===== config.mk =====
export PLATFORM = sky130hd
export DESIGN_NAME = ias_square
export DESIGN_NICKNAME = d
export VERILOG_FILES = /design/src/hdl/ias_pkg.sv /design/src/hdl/ias_square.sv
export SDC_FILE = /design/constraint.sdc
export NUM_CORES = 2
export LEC_CHECK = 0
export ABC_AREA = 1
export BUFFER_PORTS_ARGS = -buffer_cell sky130_fd_sc_hd__buf_2
export CAP_MARGIN = 20
export CORE_UTILIZATION = 50
export DETAILED_ROUTE_END_ITERATION = 7
export MAX_ROUTING_LAYER = met4
export PLACE_DENSITY = 0.66
export SYNTH_ARGS = -nofsm -noshare
export SYNTH_HDL_FRONTEND = slang
export SYNTH_SLANG_ARGS = --single-unit

===== constraint.sdc =====
create_clock -name aclk -period 13.4 [get_ports aclk]
set_input_delay 1.34 -clock aclk [delete_from_list [all_inputs] [get_ports aclk]]
set_output_delay 1.34 -clock aclk [all_outputs]
set_load 0.005 [all_outputs]

===== src/hdl/ias_pkg.sv =====
// Package for the ingress arrival statistics block.
// Holds header constants, register map, and the stage structs.
// No dependencies.
package ias_pkg;

    localparam logic [16:0] ETH_HDR_BYTES   = 17'd14;
    localparam logic [16:0] IPV4_HDR_BYTES  = 17'd20;
    localparam logic [16:0] TCP_HDR_BYTES   = 17'd20;
    localparam logic [15:0] ETHERTYPE_IPV4  = 16'h0800;
    localparam logic [7:0]  PROTO_TCP       = 8'd6;
    localparam logic [31:0] GAP_THRESH_RST  = 32'd1000000;
    localparam logic [31:0] GATEWAY_RST     = 32'd0;

    localparam int unsigned ADDR_W = 3;
    localparam int unsigned DATA_W = 32;

    typedef enum logic {
        REG_GATEWAY   = 1'b0,
        REG_THRESHOLD = 1'b1
    } reg_idx_t;

    typedef struct packed {
        logic [31:0] gateway_address;
        logic [31:0] gap_threshold;
    } cfg_t;

    typedef struct packed {
        logic [15:0] frame_bytes;
        logic [15:0] ether_type;
        logic [7:0]  ip_protocol;
        logic [3:0]  ip_header_words;
        logic [31:0] tcp_sequence;
        logic [63:0] arrival_time_ns;
    } frame_t;

    // classify stage result
    typedef struct packed {
        logic        counted;
        logic        sampled;
        logic        jump;
        logic [63:0] interval;
    } cls_t;

    // square stage result; square mod 2^64 = sq_low + (sq_cross << 33)
    typedef struct packed {
        logic        counted;
        logic        sampled;
        logic        jump;
        logic [63:0] interval;
        logic [63:0] sq_low;
        logic [30:0] sq_cross;
    } sq_t;

endpackage


===== src/hdl/ias_square.sv =====
// Square stage: interval squared modulo 2^64 from a low and a cross partial product.
// Depends on ias_pkg.
module ias_square
    import ias_pkg::*;
(
    input  logic aclk,
    input  logic aresetn,
    input  logic in_valid,
    output logic in_ready,
    input  cls_t in_cls,
    output logic out_valid,
    input  logic out_ready,
    output sq_t  out_sq
);

    logic        sq_valid_reg, sq_valid_next;
    sq_t         sq_reg;
    sq_t         sq_calc;
    logic        sq_load;
    logic [31:0] lo;
    logic [30:0] hi;

    assign in_ready  = !sq_valid_reg || out_ready;
    assign sq_load   = in_valid && in_ready;
    assign out_valid = sq_valid_reg;
    assign out_sq    = sq_reg;

    assign lo = in_cls.interval[31:0];
    assign hi = in_cls.interval[62:32];

    always_comb begin
        sq_calc.counted  = in_cls.counted;
        sq_calc.sampled  = in_cls.sampled;
        sq_calc.jump     = in_cls.jump;
        sq_calc.interval = in_cls.interval;
        sq_calc.sq_low   = {32'd0, lo} * {32'd0, lo};
        // only the low 31 bits of the cross term survive the shift by 33
        sq_calc.sq_cross = hi * lo[30:0];
    end

    always_comb begin
        priority if (sq_load) begin
            sq_valid_next = 1'b1;
        end else if (out_ready) begin
            sq_valid_next = 1'b0;
        end else begin
            sq_valid_next = sq_valid_reg;
        end
    end

    always_ff @(posedge aclk) begin
        if (!aresetn) begin
            sq_valid_reg <= 1'b0;
        end else begin
            sq_valid_reg <= sq_valid_next;
        end
    end

    always_ff @(posedge aclk) begin
        if (sq_load) begin
            sq_reg <= sq_calc;
        end
    end

endmodule


==> results.sh <==
export IMPL_status="finished, final reports clean"
export IMPL_critPathMaxFanout=32
export IMPL_wire_per_inst_microns=18.3
export IMPL_drc=0
export IMPL_antenna_cells=0
export IMPL_crit_path_top_delay_cell="buf_2"
export IMPL_synth_area_leaders="fa_1, inv_1, ha_1"
export IMPL_tightest_slew_ns=1.05
export IMPL_timing_final_crit_share=0.663
export IMPL_postRouteAntennaNets=0
export IMPL_placed_cells=7212
export IMPL_critPathTopFamily="adder cells"
export IMPL_port_buffers=233
export IMPL_routed_wl_mm=133
export IMPL_insertion_delay_ns=0.54
export IMPL_gp_congestion=0.936
export IMPL_crit_path_start_kind="primary input"
export IMPL_syn_area_per_cell_sq_um=8.64
export IMPL_fin_skew_ns=0.0166
export IMPL_cts_sinks=161
export IMPL_clk_pin_slew_ns=0.08
export IMPL_post_cts_buffers=0
export IMPL_ys_types=49
export IMPL_yosys_warnings=0
export IMPL_synth_top_area_share=0.463
export IMPL_synth_top_cells_by_count="inv_1, nand2_1, fa_1"
export IMPL_syn_area_sq_um=50600
export IMPL_row_count=116
export IMPL_synth_nets=7521
export IMPL_vias_per_cell=5.10
export IMPL_drtPass1Iterations=6
export IMPL_ioPinCount=235
export IMPL_multi_input_area_sq_um=37800
export IMPL_vias=36900
export IMPL_hold_violations=0
export IMPL_dieHeight_microns=320
export IMPL_cts_buffers=17
export IMPL_fmax_mhz=113
export IMPL_tns_ns=0
export IMPL_grt_usage=0.281
export IMPL_area_growth_pct=5.67
export IMPL_postSynthCellCount=5861
export IMPL_initial_core_util=0.506
export IMPL_holdCritStartpoint="out_valid$_SDFFE_PN0P_"
export IMPL_slew_violations=0
export IMPL_stdcell_count=7244
export IMPL_core_sq_um=100000
export IMPL_path_buf_inv=5
export IMPL_grt_pass1_wl_mm=215
export IMPL_slowest_delay_ns=0.72
export IMPL_synth_seq_cells=161
export IMPL_rsz0062_at_grt="no"
export IMPL_grt_max_degree=66
export IMPL_cts_path_max_buffers=2
export IMPL_hpwl_mm=105
export IMPL_slew_headroom=0.301
export IMPL_cp_required_ns=13.70
export IMPL_final_nets=7593
export IMPL_die_w_microns=320
export IMPL_grt_pass1_vias=39900
export IMPL_r2r_start="out_valid$_SDFFE_PN0P_"
export IMPL_async_flop_share=0
export IMPL_ctsResizeCount=0
export IMPL_gr_total_overflow=0
export IMPL_finalSetupViolCount=0
export IMPL_synth_edf_count=160
export IMPL_cts_tree="yes"
export IMPL_synth_most_common_cell="inv_1"
export IMPL_antenna_found_initial=0
export IMPL_ys_seq_area_frac=0.0953
export IMPL_die_area_sq_um=103000
export IMPL_startpoint="in_cls[9]"
export IMPL_crit_top_cell="fa_1"
export IMPL_n_fill_cell=9284
export IMPL_seq_area_sq_um=4820
export IMPL_post_route_cells_drive_above_1_share=0.0616
export IMPL_htree_levels=4
export IMPL_worstPathArrival_ns=9.18
export IMPL_crit_path_end_kind="flip-flop"
export IMPL_period_needed_ns=8.88
export IMPL_min_path_type="reg2reg"
export IMPL_setup_worst_path_class="in2reg"
export IMPL_maxCapViolations=0
export IMPL_cts_hold_buf=0
export IMPL_yosys_area_top_type="fa_1"
export IMPL_drtIter0Drc=2363
export IMPL_synth_ff_type="edfxtp_1"
export IMPL_cts_root_buf="clkbuf_16"
[flip-flops by register name, indices dropped and copies added (netlist names)]
register,flops
out_valid,1
out_sq,160
[cell type report]
cell class | count | share of cell area
multi-input combinational | 3585 | 0.707
inverter | 1898 | 0.133
sequential | 161 | 0.0902
tap | 1298 | 0.0304
timing repair buffer | 270 | 0.0270
clock buffer | 18 | 0.00802
clock inverter | 14 | 0.00395
[cell usage in the layout, fill, tap and decap left out, types with 17 or more instances in the layout]
cell and count:
edfxtp_1 160, a21oi_1 105, ha_1 418, xor2_1 99, inv_1 1883, o21ai_0 51
xnor2_1 45, o21bai_1 24, nand3_1 75, a21o_1 23, nand2_1 1294, buf_4 38
clkbuf_16 17, nand4_1 18, nor2_1 139, a31oi_1 22, fa_1 1171, buf_2 232
[tightest hold or removal path: cells and delay by family, from the launching register on]
family	cells	cell delay (ns)
AO/OA/AOI/OAI	1	0.07
AND/OR/NAND/NOR	1	0.09
flip-flops	1	0.35
[routing by layer]
layer  vias to the layer above  track usage  wire [microns]
met5                         -            -               0
met4                         0       0.0877            4050
met3                       229       0.0323            7790
met2                      1230        0.477           67500
met1                     18800        0.351           53300
li1                      16700            -               -
[worst paths after layout]
path | end | slack, ns | cells past startpoint
min | out_valid$_SDFFE_PN0P_ | 0.55 | 2
max reg2reg | out_sq[121]$_DFFE_PP_ | 11.22 | 3
max | out_sq[66]$_DFFE_PP_ | 4.52 | 25
min reg2reg | out_valid$_SDFFE_PN0P_ | 0.55 | 2
[cells by family after synthesis]
kind of cell / after synthesis / share of synthesized area
simple gates: 1581 / 0.124
compound gates: 269 / 0.0317
buf+inv: 2115 / 0.158
xor+xnor: 145 / 0.0252
flops: 161 / 0.0953
other cells: 1 / 0.0000741
fa+ha+maj: 1589 / 0.566
[per-stage QoR]
stage	area, sq um	hold WS, ns	utilization	worst slack, ns
floorplan	50600	0.523	-	3.60
global placement	52900	0.531	0.528	4.07
detailed placement	52900	0.546	0.528	4.03
CTS	53500	0.558	0.534	4.59
global route	53500	0.580	0.534	4.33
finish	53500	0.551	0.534	4.52
Power is left out: the tool's default activity adds up to more than one toggle a clock period on the data nets, which glitch-free logic cannot reach.
