[src/hdl/ias_pkg.sv]
// Package for the ingress arrival statistics block.
// Holds header constants, register map, and the stage structs.
// No dependencies.
package ias_pkg;

    localparam logic [16:0] ETH_HDR_BYTES   = 17'd14;
    localparam logic [16:0] IPV4_HDR_BYTES  = 17'd20;
    localparam logic [16:0] TCP_HDR_BYTES   = 17'd20;
    localparam logic [15:0] ETHERTYPE_IPV4  = 16'h0800;
    localparam logic [7:0]  PROTO_TCP       = 8'd6;
    localparam logic [31:0] GAP_THRESH_RST  = 32'd1000000;
    localparam logic [31:0] GATEWAY_RST     = 32'd0;

    localparam int unsigned ADDR_W = 3;
    localparam int unsigned DATA_W = 32;

    typedef enum logic {
        REG_GATEWAY   = 1'b0,
        REG_THRESHOLD = 1'b1
    } reg_idx_t;

    typedef struct packed {
        logic [31:0] gateway_address;
        logic [31:0] gap_threshold;
    } cfg_t;

    typedef struct packed {
        logic [15:0] frame_bytes;
        logic [15:0] ether_type;
        logic [7:0]  ip_protocol;
        logic [3:0]  ip_header_words;
        logic [31:0] tcp_sequence;
        logic [63:0] arrival_time_ns;
    } frame_t;

    // classify stage result
    typedef struct packed {
        logic        counted;
        logic        sampled;
        logic        jump;
        logic [63:0] interval;
    } cls_t;

    // square stage result; square mod 2^64 = sq_low + (sq_cross << 33)
    typedef struct packed {
        logic        counted;
        logic        sampled;
        logic        jump;
        logic [63:0] interval;
        logic [63:0] sq_low;
        logic [30:0] sq_cross;
    } sq_t;

endpackage

[src/hdl/ias_regs.sv]
// APB-style configuration registers: gateway address and gap threshold.
// Depends on ias_pkg.
module ias_regs
    import ias_pkg::*;
(
    input  logic              aclk,
    input  logic              aresetn,
    input  logic              psel,
    input  logic              penable,
    input  logic              pwrite,
    input  logic [ADDR_W-1:0] paddr,
    input  logic [DATA_W-1:0] pwdata,
    output logic [DATA_W-1:0] prdata,
    output logic              pready,
    output cfg_t              cfg
);

    cfg_t     cfg_reg;
    cfg_t     cfg_next;
    reg_idx_t idx;
    logic     wr_en;

    assign idx    = reg_idx_t'(paddr[2]);
    assign wr_en  = psel && penable && pwrite;
    assign pready = 1'b1;
    assign cfg    = cfg_reg;

    always_comb begin
        cfg_next = cfg_reg;
        if (wr_en) begin
            unique case (idx)
                REG_GATEWAY:   cfg_next.gateway_address = pwdata;
                REG_THRESHOLD: cfg_next.gap_threshold   = pwdata;
            endcase
        end
    end

    always_comb begin
        unique case (idx)
            REG_GATEWAY:   prdata = cfg_reg.gateway_address;
            REG_THRESHOLD: prdata = cfg_reg.gap_threshold;
        endcase
    end

    always_ff @(posedge aclk) begin
        if (!aresetn) begin
            cfg_reg.gateway_address <= GATEWAY_RST;
            cfg_reg.gap_threshold   <= GAP_THRESH_RST;
        end else begin
            cfg_reg <= cfg_next;
        end
    end

endmodule

[config.mk]
export PLATFORM = sky130hd
export DESIGN_NAME = ias_regs
export DESIGN_NICKNAME = d
export VERILOG_FILES = /design/src/hdl/ias_pkg.sv /design/src/hdl/ias_regs.sv
export SDC_FILE = /design/constraint.sdc
export NUM_CORES = 1
export LEC_CHECK = 0
export ABC_AREA = 1
export BUFFER_PORTS_ARGS = -buffer_cell sky130_fd_sc_hd__buf_2
export CORE_MARGIN = 2
export CORE_UTILIZATION = 44
export CTS_BUF_LIST = sky130_fd_sc_hd__clkbuf_4
export DETAILED_ROUTE_END_ITERATION = 10
export PLACE_DENSITY = 0.74
export SYNTH_ARGS = -nofsm -noshare
export SYNTH_HDL_FRONTEND = slang
export SYNTH_SLANG_ARGS = --single-unit
[constraint.sdc]
create_clock -name aclk -period 1.1 [get_ports aclk]
set_clock_uncertainty 0.1 [all_clocks]
set_input_delay 0.22 -clock aclk [delete_from_list [all_inputs] [get_ports aclk]]
set_output_delay 0.22 -clock aclk [all_outputs]
set_load 0.1 [all_outputs]
==> results of run 1 <==
[cells by family after synthesis]
kind of cell           synth area share (%)
AND/OR/NAND/NOR                        46.6
buffers and inverters                  11.3
flip-flops                             42.0
other                                 0.123
[synthesized netlist by cell type]
library cell / instances
conb_1: 1
nand3_2: 1
buf_1: 6
clkbuf_1: 3
buf_6: 7
dfxtp_1: 64
nor2_4: 2
nand3_1: 64
buf_4: 6
inv_1: 32
nand2_1: 168
nand2_2: 1
nor2_2: 1
inv_2: 2
nor2_1: 114
buf_2: 12
[stage by stage]
step,setup TNS [ns],area [um^2]
floorplan,-5.94,4290
global placement,-26.62,6520
detailed placement,-33.70,6520
==> metrics.md, run 1 <==
| Metric | Value |
|---|---|
| CTS max path bufs | `2` |
| Synth Register Bits | `64` |
| DIE HEIGHT | `87.3 um` |
| Register area share after synthesis | `42.0%` |
| IO Pins | `137` |
| Status | `aborted with a tool error` |
| Yosys warns | `0` |
| Htree depth | `3` |
| Avg Cell Area, Syn | `6.31 um^2` |
| Pre-CTS WS | `-0.601 ns` |
| Net Count, Synth | `524` |
| Stopping stage | `clock tree synthesis (4_1_cts)` |
| # hold bufs at CTS | `5` |
| Gate Count Post-Synth | `484` |
| CTS Buf Count | `9` |
| Post-synth top area share | `42.0%` |
| Post-CTS sizing | `87` |
| Root Driver | `clkbuf_4` |
| Clk sinks | `64` |
| Yosys top cell by area | `dfxtp_1` |
| Tool error | `[ERROR DPL-0038] Utilization greater than 100%, impossible to legalize` |
| Routability Congestion | `0.753` |
| HPWL Detailed | `10.9 mm` |
| Row count | `30` |
| Largest cells by area after synthesis | `dfxtp_1 42%, nand2_1 21%, nor2_1 14%` |
| Buffers on Ports | `133` |
| Initial core utilization | `45.2%` |
| Width of the chip | `87.3 um` |
| Synth unique cells | `16` |
| DP Cell Count | `685` |
| Post-CTS setup buffers | `74` |
| Mapped Area | `3050 um^2` |
==> inputs of run 2 (changes only) <==
--- a/config.mk
+++ b/config.mk
@@ -8,10 +8,9 @@
 export ABC_AREA = 1
 export BUFFER_PORTS_ARGS = -buffer_cell sky130_fd_sc_hd__buf_2
 export CORE_MARGIN = 2
-export CORE_UTILIZATION = 44
-export CTS_BUF_LIST = sky130_fd_sc_hd__clkbuf_4
+export CORE_UTILIZATION = 30
 export DETAILED_ROUTE_END_ITERATION = 10
-export PLACE_DENSITY = 0.74
+export PLACE_DENSITY_LB_ADDON = 0.15
 export SYNTH_ARGS = -nofsm -noshare
 export SYNTH_HDL_FRONTEND = slang
 export SYNTH_SLANG_ARGS = --single-unit
==> constraint.sdc (replaced) <==
create_clock -name aclk -period 1.43 [get_ports aclk]
set_clock_uncertainty 0.1 [all_clocks]
set_input_delay 0.286 -clock aclk [delete_from_list [all_inputs] [get_ports aclk]]
set_output_delay 0.286 -clock aclk [all_outputs]
set_load 0.1 [all_outputs]
==> metrics.md, run 2 <==
| Metric | Value |
|---|---|
| Status | `finished with violations` |
| Failing checks | `setup timing` |
| # hold bufs at CTS | `0` |
| Drt pass-1 iters | `4` |
| Worst hold path cell count | `3` |
| Synth unique cells | `16` |
| Initial core utilization | `31.1%` |
| Crit path top cell by count | `buf_12` |
| Routability Congestion | `0.763` |
| Crit-path slowest cell | `buf_16` |
| Reg2reg end | `cfg[12]` |
| CP Buf/Inv Count | `5` |
| Width of the chip | `105 um` |
| Nets | `690` |
| Critical path data arrival time | `1.09 ns` |
| Most common cell after layout, fill and taps aside | `nor2_1` |
| Initial DRC Count | `105` |
| Clk sinks | `64` |
| Htree depth | `3` |
| Area grow syn2layout | `137%` |
| Mapped Area | `3050 um^2` |
| WP data required | `1.04 ns` |
| Global route total overflow | `0` |
| Reg-to-reg slack, setup | `0.57 ns` |
| Cells on worst reg2reg path | `3` |
| CTS Buf Count | `9` |
| P_leak | `3.28 nW` |
| Clk pin slew, worst setup/hold paths | `0.07 ns` |
| Net Count, Synth | `524` |
| Die area | `11000 um^2` |
| Layout cells sized above 1 | `56.5%` |
| CP cell instances | `buf_12 > inv_16 > buf_12 > buf_16 > nand2_4 > nand2_8 > buf_12` |
| Utilization after layout | `73.6%` |
| Final Critical Period | `1.48 ns` |
| Post-synth top area share | `42.0%` |
| Internal Dissipation | `0.00336 W` |
| Synth Register Bits | `64` |
| WL per Instance | `14.0 um` |
| Largest net degree at the start of global routing | `65` |
| Clock share of power | `28.2%` |
| Multi-input logic area | `2480 um^2` |
| HPWL Detailed | `7.56 mm` |
| CTS tree | `yes` |
| Sw Ratio | `37.8%` |
| Hold_ws | `0.0792 ns` |
| VDD IR max | `0.000439 V` |
| Commonest cells in the netlist | `168 x nand2_1, 114 x nor2_1, 64 x dfxtp_1, 64 x nand3_1, 32 x inv_1` |
| Gate Count Post-Synth | `484` |
| CTS max path bufs | `2` |
| Routed via count | `3642` |
| Yosys warns | `0` |
| P_sw | `0.00205 W` |
| Comb pwr share | `36.9%` |
| Post-route worst setup slack | `-0.0501 ns` |
| Final Max Slew Viols | `0` |
| Commonest cells after routing, fill and taps aside | `114 x nor2_1, 106 x buf_12, 72 x nand2_1` |
| Seq pwr share | `34.9%` |
| Final WL | `11.0 mm` |
| Pre-CTS WS | `-0.189 ns` |
| Antenna Nets Post-Route | `0` |
| Number of vias per cell | `4.62` |
| Async SR Flop Fraction | `0%` |
| Worst skew pair latency | `0.34 ns` |
| Storage cell area | `1500 um^2` |
| Top delay family on crit path | `buffers and inverters` |
| Avg Cell Area, Syn | `6.31 um^2` |
| Startpoint types | `input port` |
| Worst-path fanout max | `6` |
| Origin of the worst setup path | `paddr[2]` |
| Cell Pwr Density | `748 nW/um^2` |
| Setup crit end kind | `output pin` |
| Max Cap Viol | `0` |
| Root Driver | `clkbuf_8` |
| Unrepaired setup endpoints after global routing | `true` |
| Max reg flops | `64` |
| Post-synth EDFFs | `0` |
| DRC | `0` |
| Fillcell total | `724` |
| Final hold vios | `0` |
| Hold EP | `cfg[14]` |
| Worst hold path class | `input port to flip-flop` |
| Yosys top cell by area | `dfxtp_1` |
| Fmax achieved | `676 MHz` |
| Overall routing resource usage | `20.3%` |
| Crit Path Category | `input port to output pin` |
| Top_reg_cell synth | `dfxtp_1` |
| Cell with the most instances after synthesis | `nand2_1` |
| ANT cells | `0` |
| Buffers on Ports | `133` |
| Crit-path max cell delay | `0.16 ns` |
| Row count | `36` |
| Reg-to-Reg Start | `cfg[12]` |
| Register area share after synthesis | `42.0%` |
| Vias in the first global route | `3714` |
| Final worst path period share | `104%` |
| Largest cells by area after synthesis | `dfxtp_1 42%, nand2_1 21%, nor2_1 14%` |
| Setup-failing EPs final | `10` |
| Initial antenna violation count | `0` |
| First-pass GRT wire length | `18.1 mm` |
| DIE HEIGHT | `105 um` |
| IO Pins | `137` |
| Hold path start | `pwdata[14]` |
| Core outline area | `9820 um^2` |
==> run 2: cell counts after synthesis <==
No cell type changed its count.
==> run 2: repair_timing <==
item / 4_1_cts / 5_1_grt
setup endpoints to repair: 32 / 32
setup buffers: 18 / 18
pin swaps: 16 / 21
resized for setup: 68 / 36
gates cloned: 2 / 0
==> run 2: power groups by stage <==
stage	sequential, W	clock, W	combinational, W
2_1_floorplan	0.00237	0	0.000814
3_3_place_gp	0.00196	0	0.00182
3_5_place_dp	0.00196	0	0.00184
4_1_cts	0.00190	0.00155	0.00196
5_1_grt	0.00189	0.00163	0.00208
6_report	0.00189	0.00153	0.00200
==> run 2: area by class of cell <==
type                       count  area share, %
sequential                    64           20.8
multi-input combinational    352           34.3
tap                          133           2.30
clock inverter                 4          0.623
timing repair buffer         189           38.0
inverter                      34           1.99
clock buffer                  12           2.01
==> run 2: routing by layer <==
metal  GRT usage (%)  wire, um
met2            36.1      5770
met5               0         0
met3            6.05       828
met4            6.67       134
met1            23.3      4280
==> run 2: cells by family (layout without fill, tap and decap cells) <==
| kind of cell | Yosys count | in the layout | share of synthesized area, % |
|---|---|---|---|
| buffers and inverters | 68 | 239 | 11.3 |
| flip-flops | 64 | 64 | 42.0 |
| AND/OR/NAND/NOR | 351 | 351 | 46.6 |
| other | 1 | 1 | 0.123 |
==> run 2: how the worst max path moves through the flow <==
stage	endpoint	slack (ns)	depth (start not counted)
CTS	prdata[15]	-0.07	3
global route	prdata[18]	-0.08	7
finish	prdata[18]	-0.05	7
detailed placement	prdata[30]	-0.19	5
global placement	prdata[31]	-0.18	5
floorplan	prdata[0]	-0.02	6
==> run 2: worst reg2reg max path, stage by stage (launching register included) <==
cell,delay [ns]
dfxtp_4,0.35
buf_4,0.14
nor2_1,0.11
nor2_1,0.05
==> run 2: through the flow <==
stage	instances	setup TNS (ns)	total power, W	cell area, um^2
final	788	-0.276	0.00541	7230
after global routing	788	-0.815	0.00561	7230
after CTS	773	-0.807	0.00541	7010
after detailed placement	737	-4.85	0.00381	6370
after global placement	737	-4.49	0.00378	6370
after floorplan	484	-0.196	0.00319	4140
No activity file was read; power rests on OpenSTA's default activity.
