[config.mk]
export PLATFORM = sky130hd
export DESIGN_NAME = ias_accum
export DESIGN_NICKNAME = d
export VERILOG_FILES = /design/src/hdl/ias_pkg.sv /design/src/hdl/ias_accum.sv
export SDC_FILE = /design/constraint.sdc
export NUM_CORES = 1
export LEC_CHECK = 0
export ABC_CLOCK_PERIOD_IN_PS = 6500
export BUFFER_PORTS_ARGS = -buffer_cell sky130_fd_sc_hd__buf_2
export CAP_MARGIN = 10
export CORE_AREA = 4 4 216 218
export DETAILED_ROUTE_END_ITERATION = 7
export DIE_AREA = 0 0 220 222
export GPL_TIMING_DRIVEN = 0
export PLACE_DENSITY = 0.78
export SLEW_MARGIN = 30
export SYNTH_ARGS = -nofsm -noshare
export SYNTH_HDL_FRONTEND = slang
export SYNTH_SLANG_ARGS = --single-unit
[constraint.sdc]
create_clock -name aclk -period 6.5 [get_ports aclk]
set_input_delay 1.3 -clock aclk [delete_from_list [all_inputs] [get_ports aclk]]
set_output_delay 1.3 -clock aclk [all_outputs]
set_load 0.05 [all_outputs]
[src/hdl/ias_pkg.sv]
// Package for the ingress arrival statistics block.
// Holds header constants, register map, and the stage structs.
// No dependencies.
package ias_pkg;

    localparam logic [16:0] ETH_HDR_BYTES   = 17'd14;
    localparam logic [16:0] IPV4_HDR_BYTES  = 17'd20;
    localparam logic [16:0] TCP_HDR_BYTES   = 17'd20;
    localparam logic [15:0] ETHERTYPE_IPV4  = 16'h0800;
    localparam logic [7:0]  PROTO_TCP       = 8'd6;
    localparam logic [31:0] GAP_THRESH_RST  = 32'd1000000;
    localparam logic [31:0] GATEWAY_RST     = 32'd0;

    localparam int unsigned ADDR_W = 3;
    localparam int unsigned DATA_W = 32;

    typedef enum logic {
        REG_GATEWAY   = 1'b0,
        REG_THRESHOLD = 1'b1
    } reg_idx_t;

    typedef struct packed {
        logic [31:0] gateway_address;
        logic [31:0] gap_threshold;
    } cfg_t;

    typedef struct packed {
        logic [15:0] frame_bytes;
        logic [15:0] ether_type;
        logic [7:0]  ip_protocol;
        logic [3:0]  ip_header_words;
        logic [31:0] tcp_sequence;
        logic [63:0] arrival_time_ns;
    } frame_t;

    // classify stage result
    typedef struct packed {
        logic        counted;
        logic        sampled;
        logic        jump;
        logic [63:0] interval;
    } cls_t;

    // square stage result; square mod 2^64 = sq_low + (sq_cross << 33)
    typedef struct packed {
        logic        counted;
        logic        sampled;
        logic        jump;
        logic [63:0] interval;
        logic [63:0] sq_low;
        logic [30:0] sq_cross;
    } sq_t;

endpackage

[src/hdl/ias_accum.sv]
// Accumulate stage: running statistics, which double as the result register.
// Depends on ias_pkg.
module ias_accum
    import ias_pkg::*;
(
    input  logic        aclk,
    input  logic        aresetn,
    input  logic        in_valid,
    output logic        in_ready,
    input  sq_t         in_sq,
    input  logic [31:0] gateway_address,
    output logic        m_valid,
    input  logic        m_ready,
    output logic        m_counted,
    output logic [31:0] m_gateway_tag,
    output logic [63:0] m_packet_total,
    output logic [63:0] m_gap_sum_ns,
    output logic [63:0] m_gap_square_sum,
    output logic [63:0] m_gap_samples,
    output logic [63:0] m_sequence_jumps
);

    logic        valid_reg, valid_next;
    logic        counted_reg;
    logic [31:0] tag_reg;
    logic [63:0] pkt_reg, pkt_next;
    logic [63:0] sum_reg, sum_next;
    logic [63:0] sqsum_reg, sqsum_next;
    logic [63:0] samples_reg, samples_next;
    logic [63:0] jumps_reg, jumps_next;
    logic        load;

    assign in_ready = !valid_reg || m_ready;
    assign load     = in_valid && in_ready;

    assign m_valid          = valid_reg;
    assign m_counted        = counted_reg;
    assign m_gateway_tag    = tag_reg;
    assign m_packet_total   = pkt_reg;
    assign m_gap_sum_ns     = sum_reg;
    assign m_gap_square_sum = sqsum_reg;
    assign m_gap_samples    = samples_reg;
    assign m_sequence_jumps = jumps_reg;

    always_comb begin
        pkt_next     = pkt_reg;
        sum_next     = sum_reg;
        sqsum_next   = sqsum_reg;
        samples_next = samples_reg;
        jumps_next   = jumps_reg;
        if (load && in_sq.counted) begin
            pkt_next = pkt_reg + 64'd1;
        end
        if (load && in_sq.sampled) begin
            sum_next     = sum_reg + in_sq.interval;
            sqsum_next   = sqsum_reg + in_sq.sq_low + {in_sq.sq_cross, 33'd0};
            samples_next = samples_reg + 64'd1;
        end
        if (load && in_sq.jump) begin
            jumps_next = jumps_reg + 64'd1;
        end
    end

    always_comb begin
        priority if (load) begin
            valid_next = 1'b1;
        end else if (m_ready) begin
            valid_next = 1'b0;
        end else begin
            valid_next = valid_reg;
        end
    end

    always_ff @(posedge aclk) begin
        if (!aresetn) begin
            valid_reg   <= 1'b0;
            pkt_reg     <= 64'd0;
            sum_reg     <= 64'd0;
            sqsum_reg   <= 64'd0;
            samples_reg <= 64'd0;
            jumps_reg   <= 64'd0;
        end else begin
            valid_reg   <= valid_next;
            pkt_reg     <= pkt_next;
            sum_reg     <= sum_next;
            sqsum_reg   <= sqsum_next;
            samples_reg <= samples_next;
            jumps_reg   <= jumps_next;
        end
    end

    always_ff @(posedge aclk) begin
        if (load) begin
            counted_reg <= in_sq.counted;
            tag_reg     <= gateway_address;
        end
    end

endmodule

==> impl_metrics.py, run 1 <==
metrics = {
    "run_status": {
        "status": "completed",
    },
    "hold_path": {
        "whs_endpoint": "m_gap_square_sum[4]",
        "min_path_type": "register to register",
        "min_from": "m_gap_square_sum[4]",
        "holdPathStages": 2,
    },
    "floorplan": {
        "die_x_um": 220,
        "io_pins": 553,
        "start_util": 0.487,
        "dieArea_mm2": 0.0488,
        "placementRows": 78,
        "design.core.area_mm2": 0.0449,
        "die_h_um": 222,
    },
    "drt": {
        "drc": 0,
        "post_drt_via_cell_ratio": 5.60,
        "via_count": 21700,
        "first_iter_violations": 1520,
        "ant_nets": 0,
        "avgRoutedWirePerCell_um": 18.8,
        "wl_um": 73100,
        "dr.pass1.iters": 7,
    },
    "final_layout": {
        "sequential_cell_area_mm2": 0.00742,
        "layout.nets": 3636,
        "stdcell_count": 3885,
        "syn_to_final_growth_pct": 22.8,
        "nFillCells": 4076,
        "fin_util": 0.598,
        "drive_gt1_frac": 0.204,
        "multiInputGateArea_mm2": 0.0138,
    },
    "clock_tree": {
        "ctsRootBufferMaster": "clkbuf_16",
        "cts_tree": "yes",
        "cts_hold_buf": 0,
        "numCtsBuffers": 40,
        "clock_latency_ns": 0.58,
        "clockBufferDepth": 3,
        "postCtsSetupRepairBufs": 0,
        "cts.reportedPaths.clkPinSlew_ns": 0.06,
        "htreeDepth": 2,
        "clock-sinks": 354,
        "cts_resized": 0,
    },
    "yosys": {
        "synthCells": 2652,
        "synth_edf_count": 33,
        "synth-seq-cells": 354,
        "avgSynthCellArea_um2": 8.24,
        "synth.top_cell.area_share": 0.294,
        "synth_area_leaders": "dfxtp_1 29%, ha_1 9.2%, nand2_1 6.0%",
        "yosys_warnings": 0,
        "syn_nets": 3043,
        "synth_top_flop_cell": "dfxtp_1",
        "synth.most_common_cell": "nand2_1",
        "synthArstFlopShare": 0,
        "seq_area_frac_synth": 0.339,
        "synth_cell_types": 77,
        "yosysTopAreaCell": "dfxtp_1",
        "synthTopCellsByCount": "351 x nand2_1, 321 x dfxtp_1, 256 x nor2_1",
        "synth_area_mm2": 0.0219,
    },
    "critical_path": {
        "path_cells": "buf_2 -> ha_1 -> ha_1 -> inv_1 -> fa_1 -> nor2b_1 -> o31a_1 -> o31ai_1 -> a211oi_2 -> a211oi_2 -> o2111ai_1 -> a31oi_1 -> o21ai_0 -> xnor2_1 -> o21ai_0",
        "critPathKind": "primary input to register",
        "cp_slowest_stage_delay_ns": 0.56,
        "cp.arrival_ns": 4.96,
        "r2r-end": "m_gap_square_sum[61]",
        "rrSetupSlack_ns": 2.49,
        "cp_num_buf_inv": 2,
        "cpLargestDelayFamily": "compound AO/OA/AOI/OAI gates",
        "r2r_start": "m_gap_square_sum[1]",
        "crit_fanout": 5,
        "cp.required_ns": 6.93,
        "cp-end-kind": "register",
        "cp_slowest_cell": "a211oi_2",
        "rr_worst_depth": 14,
        "start_kind": "primary input",
    },
    "global_route": {
        "grt_pass1_wl_um": 113000,
        "grt_use_total": 0.287,
        "grt-ovfl-total": 0,
        "antenna_found_initial": 16,
        "first_global_vias": 20600,
        "grt_start_max_net_pins": 43,
    },
    "pwr": {
        "p_leak_nw": 12.3,
        "power_density_mw_per_mm2": 252,
        "irDropWorstVdd_v": 0.000182,
    },
    "timing": {
        "max_freq_ghz": 0.221,
        "slew_viol_final": 0,
        "skew_ns": 0.0150,
        "hold_violations": 0,
        "setup_viol": 0,
        "tns_ns": 0,
        "period_needed_ns": 4.53,
        "tightestPinTransition_ns": 0.970,
        "rsz0062_at_grt": "false",
        "slew-limit-headroom": 0.353,
        "post-route-period-util": 0.697,
    },
    "placement": {
        "place_hpwl_um": 57600,
        "port_buffers": 551,
        "gp_congestion": 0.941,
        "placed_cells": 3803,
    },
    "flow_run": {
        "drv_cap": 0,
    },
}
-- cell usage in the layout (no fill, tap or decap), drive strengths merged, types with 37 or more instances in the layout --
cell,synthesis,routed
clkbuf,100,155
o21ai,157,157
buf,12,563
nor3,37,37
a21o,91,91
nor2,259,259
a21oi,252,252
inv,60,60
xor2,145,145
or3,45,45
nand4,70,70
and3,38,38
nand2,353,353
nand3,103,103
xnor2,117,117
dfxtp,321,321
ha,161,161
-- flip-flops by register name (all words and copies together), names as in the netlist --
name              count
m_valid               1
m_counted             1
m_sequence_jumps     64
m_packet_total       64
m_gap_sum_ns         64
m_gap_samples        64
m_gap_square_sum     64
m_gateway_tag        32
-- per-layer routing --
metal / GRT usage / wire [um] / up-vias
met1: 0.337 / 28200 / 10100
li1: - / - / 10600
met5: 0 / 104 / -
met2: 0.478 / 34300 / 854
met4: 0.141 / 3790 / 16
met3: 0.0836 / 6800 / 190
-- through the flow --
step	instance area (um^2)	setup WS, ns	hold WS, ns	power [W]
after floorplan	21900	2.28	0.679	0.00382
after global placement	25400	1.48	0.454	0.00431
after detailed placement	25400	1.41	0.462	0.00432
after CTS	26800	2.01	0.471	0.00678
after global routing	26800	1.72	0.491	0.00708
final	26800	1.97	0.469	0.00676
-- cells by family after synthesis --
group                      share of synthesized area
and+or+nand+nor                                0.218
buffers and inverters                         0.0302
muxes                                        0.00372
DFF                                            0.339
adders and majority gates                      0.121
xor gates and xnor gates                       0.105
AOI/OAI and AO/OA                              0.183
-- tightest hold or removal path, cell delays in order (launching register included) --
cell	delay (ns)
dfxtp_1	0.32
nand2_1	0.06
a21oi_1	0.05
-- layout make-up --
| cell class | instances | share of cell area |
|---|---|---|
| Sequential cell | 354 | 0.276 |
| Tap cell | 600 | 0.0280 |
| Timing Repair Buffer | 551 | 0.103 |
| Antenna cell | 8 | 0.000746 |
| Buffer | 112 | 0.0164 |
| Clock buffer | 55 | 0.0427 |
| Multi-Input combinational cell | 2126 | 0.514 |
| Inverter | 60 | 0.00839 |
| Clock inverter | 19 | 0.0110 |
-- how the worst max path moves through the flow --
stage          slack [ns]              endpoint  startpoint  depth (start not counted)
2_1_floorplan        2.28  m_gap_square_sum[63]   in_sq[32]                         14
3_3_place_gp         1.48  m_gap_square_sum[61]   in_sq[32]                         15
3_5_place_dp         1.41  m_gap_square_sum[61]   in_sq[32]                         15
4_1_cts              2.01  m_gap_square_sum[61]   in_sq[32]                         15
5_1_grt              1.72  m_gap_square_sum[61]   in_sq[32]                         15
6_report             1.97  m_gap_square_sum[61]   in_sq[32]                         15
-- power by group --
group          internal, W  switching (W)  leakage (nW)
Sequential         0.00230      0.0000776          2.92
Clock              0.00145       0.000994         0.693
Combinational     0.000658        0.00128          8.73
No activity file was read; power rests on OpenSTA's default activity.
==> run 2, diff against run 1 <==
- ABC_CLOCK_PERIOD_IN_PS: 6500 -> 4300
- CORE_AREA: 4 4 216 218 -> 4 4 211 213
- DIE_AREA: 0 0 220 222 -> 0 0 215 217
- PLACE_DENSITY: 0.78 -> 0.81
- clock period: 6.5 -> 4.3 ns (I/O delays scaled with it)
==> impl_metrics.py, run 2 (synthesized netlist as in run 1, its figures left out) <==
metrics = {
    "run_status": {
        "status": "completed",
    },
    "critical_path": {
        "crit_path_start": "in_sq[32]",
        "cp.arrival_ns": 4.50,
        "cp_slowest_cell": "a211oi_2",
        "cp-end-kind": "register",
        "cp_slowest_stage_delay_ns": 0.58,
        "path_cells": "buf_2 -> ha_1 -> ha_1 -> inv_1 -> fa_1 -> nor2b_1 -> o31a_1 -> o31ai_1 -> a211oi_2 -> a211oi_2 -> o2111ai_1 -> a31oi_1 -> o21ai_0 -> xnor2_1 -> o21ai_0",
        "start_kind": "primary input",
        "critPathKind": "primary input to register",
        "cpLargestDelayFamily": "compound AO/OA/AOI/OAI gates",
        "cp_num_buf_inv": 2,
        "r2r_start": "m_gap_square_sum[1]",
        "crit_fanout": 5,
        "rrSetupSlack_ns": 0.27,
        "cp.required_ns": 4.72,
    },
    "final_layout": {
        "layout_commonest_cell": "buf_2",
        "final_area_mm2": 0.0267,
        "fin_util": 0.624,
        "drive_gt1_frac": 0.201,
        "layout.nets": 3637,
        "layout_common_cells": "556 x buf_2, 351 x nand2_1, 321 x dfxtp_1",
        "syn_to_final_growth_pct": 21.9,
    },
    "clock_tree": {
        "cts_hold_buf": 0,
        "clockBufferDepth": 3,
        "htreeDepth": 2,
        "numCtsBuffers": 41,
        "clock-sinks": 354,
        "clock_latency_ns": 0.58,
        "cts_resized": 0,
        "ctsRootBufferMaster": "clkbuf_16",
        "cts.reportedPaths.clkPinSlew_ns": 0.06,
        "postCtsSetupRepairBufs": 0,
        "cts_tree": "yes",
    },
    "floorplan": {
        "design.core.area_mm2": 0.0427,
        "dieArea_mm2": 0.0467,
        "die_h_um": 217,
        "die_x_um": 215,
        "start_util": 0.512,
        "io_pins": 553,
        "placementRows": 76,
    },
    "global_route": {
        "antenna_found_initial": 21,
        "grt_start_max_net_pins": 43,
        "first_global_vias": 20800,
        "grt-ovfl-total": 0,
        "grt_pass1_wl_um": 113000,
        "grt_use_total": 0.297,
    },
    "timing": {
        "hold_violations": 0,
        "slew_viol_final": 0,
        "setup_viol": 0,
        "max_freq_ghz": 0.245,
        "tightestPinTransition_ns": 0.952,
        "skew_ns": 0.0275,
        "slew-limit-headroom": 0.366,
        "period_needed_ns": 4.08,
        "rsz0062_at_grt": "false",
        "post-route-period-util": 0.949,
    },
    "pwr": {
        "power_density_mw_per_mm2": 374,
        "pwr-share-seq": 0.361,
        "p_int_w": 0.00645,
        "p_sw_frac": 0.353,
        "p_clk_frac": 0.347,
        "fin_total_pwr_w": 0.00996,
        "irDropWorstVdd_v": 0.000308,
        "power_frac_comb": 0.292,
        "switching_power_w": 0.00351,
        "p_leak_nw": 12.3,
    },
    "placement": {
        "place_hpwl_um": 57700,
        "place_area_mm2": 0.0253,
        "port_buffers": 551,
        "gp_congestion": 0.964,
    },
    "hold_path": {
        "min_path_type": "primary input to register",
        "min_from": "gateway_address[15]",
    },
    "drt": {
        "ant_nets": 0,
        "first_iter_violations": 1363,
        "post_drt_via_cell_ratio": 5.67,
        "drc": 0,
        "wl_um": 72900,
        "avgRoutedWirePerCell_um": 19.0,
        "dr.pass1.iters": 5,
        "via_count": 21700,
    },
    "flow_run": {
        "drv_cap": 0,
    },
}
[run 2: changes by cell type in the layout (fill, tap and decap cells not counted), moves of 2 or more]
cell	delta
clkbuf_2	-2
clkbuf_1	+9
clkinvlp_4	-4
bufinv_16	-4
[run 2: area by class of cell]
| type | instances | area (um^2) |
|---|---|---|
| antenna | 9 | 22.5 |
| tap | 546 | 683 |
| inverter | 60 | 225 |
| multi-input combinational | 2126 | 13800 |
| buffer | 112 | 440 |
| fill | 3823 | 16000 |
| timing repair buffer | 551 | 2760 |
| clock buffer | 62 | 1180 |
| clock inverter | 11 | 139 |
| sequential | 354 | 7420 |
[run 2: power groups by stage]
stage	logic [W]	registers [W]	clock network [W]
after detailed placement	0.00287	0.00366	0
after global placement	0.00285	0.00365	0
after global routing	0.00319	0.00361	0.00364
final	0.00291	0.00359	0.00346
after CTS	0.00289	0.00359	0.00350
after floorplan	0.00167	0.00411	0
[run 2: worst paths after layout]
path,to,cells after the start
worst max register to register,m_gap_square_sum[61],14
worst min register to register,m_gap_sum_ns[63],2
worst min-delay path,m_gateway_tag[15],1
worst max-delay path,m_gap_square_sum[61],15
[run 2: metrics by stage]
stage               hold slack (ns)  cells  setup WS, ns  setup TNS (ns)
global route                  0.435   3831        0.0625               0
finish                        0.461   3831         0.218               0
detailed placement            0.456   3749        -0.259           -1.89
CTS                           0.425   3822         0.318               0
floorplan                     0.679   2652         0.519               0
global placement              0.454   3749        -0.237           -1.35
[run 2: per-layer routing]
metal  share of wire  GRT usage
met5          0.0019          0
met4           0.050      0.136
met3           0.086     0.0903
met2            0.48      0.515
met1            0.39      0.339
==> run 3, diff against run 2 <==
--- a/config.mk
+++ b/config.mk
@@ -6,12 +6,13 @@
 export NUM_CORES = 1
 export LEC_CHECK = 0
+export ABC_AREA = 1
 export ABC_CLOCK_PERIOD_IN_PS = 4300
 export BUFFER_PORTS_ARGS = -buffer_cell sky130_fd_sc_hd__buf_2
 export CAP_MARGIN = 10
-export CORE_AREA = 4 4 211 213
+export CORE_MARGIN = 4
+export CORE_UTILIZATION = 58
 export DETAILED_ROUTE_END_ITERATION = 7
-export DIE_AREA = 0 0 215 217
 export GPL_TIMING_DRIVEN = 0
-export PLACE_DENSITY = 0.81
+export PLACE_DENSITY = 0.87
 export SLEW_MARGIN = 30
 export SYNTH_ARGS = -nofsm -noshare
==> constraint.sdc (replaced) <==
create_clock -name aclk -period 4.3 [get_ports aclk]
set_input_delay 0.86 -clock aclk [delete_from_list [all_inputs] [get_ports aclk]]
set_output_delay 0.86 -clock aclk [all_outputs]
set_load 0.01 [all_outputs]
==> impl_metrics.py, run 3 <==
metrics = {
    "placement": {
        "place_hpwl_um": 103000,
        "port_buffers": 552,
        "gp_congestion": 1.06,
    },
    "yosys": {
        "synthTopCellsByCount": "1725 x nand2_1, 977 x inv_1, 494 x nor2_1",
        "seq_area_frac_synth": 0.248,
        "synth_top_flop_cell": "dfxtp_1",
        "syn_nets": 5461,
        "synth.top_cell.area_share": 0.217,
        "synth_edf_count": 33,
        "synth_area_leaders": "nand2_1 22%, dfxtp_1 22%, inv_1 12%",
        "synthCells": 5070,
        "yosysTopAreaCell": "nand2_1",
        "synth_area_mm2": 0.0299,
        "avgSynthCellArea_um2": 5.89,
        "synthArstFlopShare": 0,
        "yosys_warnings": 0,
        "synth.most_common_cell": "nand2_1",
        "synth-seq-cells": 354,
        "synth_cell_types": 49,
    },
    "critical_path": {
        "cp.arrival_ns": 3.45,
        "r2r-end": "m_gap_square_sum[57]",
        "path_cells": "buf_2 -> ha_1 -> ha_1 -> inv_1 -> fa_1 -> inv_1 -> nand3_1 -> nand2_1 -> nand2_1 -> nand2_1 -> nand2_1 -> nand3_1 -> nand2_1 -> nand4_1 -> nand3_1 -> nand2_1 -> inv_1",
        "critPathKind": "primary input to register",
        "rrSetupSlack_ns": 1.36,
        "rr_worst_depth": 16,
        "start_kind": "primary input",
        "cp_num_buf_inv": 4,
        "crit_fanout": 3,
        "cp.required_ns": 4.80,
        "cp_slowest_stage_delay_ns": 0.40,
        "cpLargestDelayFamily": "simple AND/OR/NAND/NOR gates",
        "cp_slowest_cell": "fa_1",
        "r2r_start": "m_gap_square_sum[1]",
        "cp-end-kind": "register",
        "cp_common_cell": "nand2_1",
    },
    "final_layout": {
        "syn_to_final_growth_pct": 16.7,
        "layout.nets": 6057,
        "layout_commonest_cell": "nand2_1",
        "nFillCells": 4530,
        "layout_common_cells": "1725 x nand2_1, 977 x inv_1, 570 x buf_2",
        "drive_gt1_frac": 0.123,
        "diodes": 0,
    },
    "hold_path": {
        "holdPathStages": 1,
        "whs_endpoint": "m_gateway_tag[13]",
        "min_from": "gateway_address[13]",
        "min_path_type": "primary input to register",
    },
    "timing": {
        "slew_viol_final": 0,
        "max_freq_ghz": 0.339,
        "skew_ns": 0.0349,
        "hold-worst-slack_ns": 0.432,
        "setup_viol": 0,
        "tns_ns": 0,
        "hold_violations": 0,
        "slew-limit-headroom": 0.267,
        "post-route-period-util": 0.687,
        "rsz0062_at_grt": "false",
        "tightestPinTransition_ns": 1.10,
        "period_needed_ns": 2.95,
    },
    "floorplan": {
        "io_pins": 553,
        "dieArea_mm2": 0.0552,
        "die_x_um": 235,
        "placementRows": 82,
        "design.core.area_mm2": 0.0506,
        "die_h_um": 235,
        "start_util": 0.590,
    },
    "flow_run": {
        "drv_cap": 0,
    },
    "pwr": {
        "p_leak_nw": 18.7,
        "irDropWorstVdd_v": 0.000321,
        "power_density_mw_per_mm2": 293,
    },
    "global_route": {
        "grt_use_total": 0.427,
        "grt_pass1_wl_um": 187000,
        "grt_start_max_net_pins": 21,
        "antenna_found_initial": 4,
        "grt-ovfl-total": 0,
        "first_global_vias": 33100,
    },
    "drt": {
        "drc": 0,
        "via_count": 35400,
        "dr.pass1.iters": 8,
        "ant_nets": 0,
        "post_drt_via_cell_ratio": 5.56,
        "avgRoutedWirePerCell_um": 19.6,
        "wl_um": 125000,
        "first_iter_violations": 3795,
    },
    "clock_tree": {
        "cts.reportedPaths.clkPinSlew_ns": 0.06,
        "cts_hold_buf": 0,
        "postCtsSetupRepairBufs": 0,
        "clock-sinks": 354,
        "cts_tree": "yes",
        "cts_resized": 0,
        "clockBufferDepth": 3,
        "htreeDepth": 2,
        "clock_latency_ns": 0.61,
        "numCtsBuffers": 41,
        "ctsRootBufferMaster": "clkbuf_16",
    },
    "run_status": {
        "status": "completed",
    },
}
run 3: where the power goes:
group / switching [W] / internal, W
Combinational: 0.00202 / 0.000960
Sequential: 0.000120 / 0.00345
Clock: 0.00159 / 0.00207
Total: 0.00373 / 0.00648
run 3: area by class of cell:
type | count | area [um^2] | share of cell area
buffer | 78 | 327 | 0.00937
clock buffer | 56 | 1140 | 0.0328
sequential | 354 | 7420 | 0.213
tap | 672 | 841 | 0.0241
clock inverter | 18 | 223 | 0.00639
multi-input combinational | 3651 | 18400 | 0.529
timing repair buffer | 553 | 2780 | 0.0797
inverter | 987 | 3700 | 0.106
run 3: how the worst max path moves through the flow:
stage	start	to	slack, ns	cells after the start
6_report	in_sq[32]	m_gap_square_sum[57]	1.35	17
5_1_grt	m_gap_square_sum[23]	m_gap_square_sum[59]	1.18	13
4_1_cts	in_sq[32]	m_gap_square_sum[57]	1.40	17
3_5_place_dp	in_sq[32]	m_gap_square_sum[57]	0.78	17
3_3_place_gp	m_ready	m_gap_sum_ns[30]	0.46	7
2_1_floorplan	in_sq[0]	m_gap_square_sum[59]	1.51	15
run 3: cells by family after synthesis:
| group | Yosys count | synth area share |
|---|---|---|
| AND/OR/NAND/NOR | 2794 | 0.387 |
| AO/OA/AOI/OAI | 520 | 0.0992 |
| XOR/XNOR | 144 | 0.0422 |
| adder cells (fa/ha/maj) | 193 | 0.0889 |
| buffers and inverters | 1065 | 0.135 |
| flip-flops | 354 | 0.248 |
run 3: per-stage QoR:
stage	utilization	instance area [um^2]	worst slack, ns	std cells	power (W)
2_1_floorplan	-	29900	1.51	5070	0.00548
6_report	0.689	34900	1.35	6369	0.0102
5_1_grt	0.689	34900	1.18	6369	0.0106
3_3_place_gp	0.662	33500	0.458	6294	0.00644
4_1_cts	0.689	34900	1.40	6369	0.0101
3_5_place_dp	0.662	33500	0.777	6295	0.00651
run 3: routing by layer:
metal	track usage	share of wire
met5	0	0.00026
met2	0.709	0.45
met4	0.291	0.083
met1	0.501	0.36
met3	0.0799	0.10
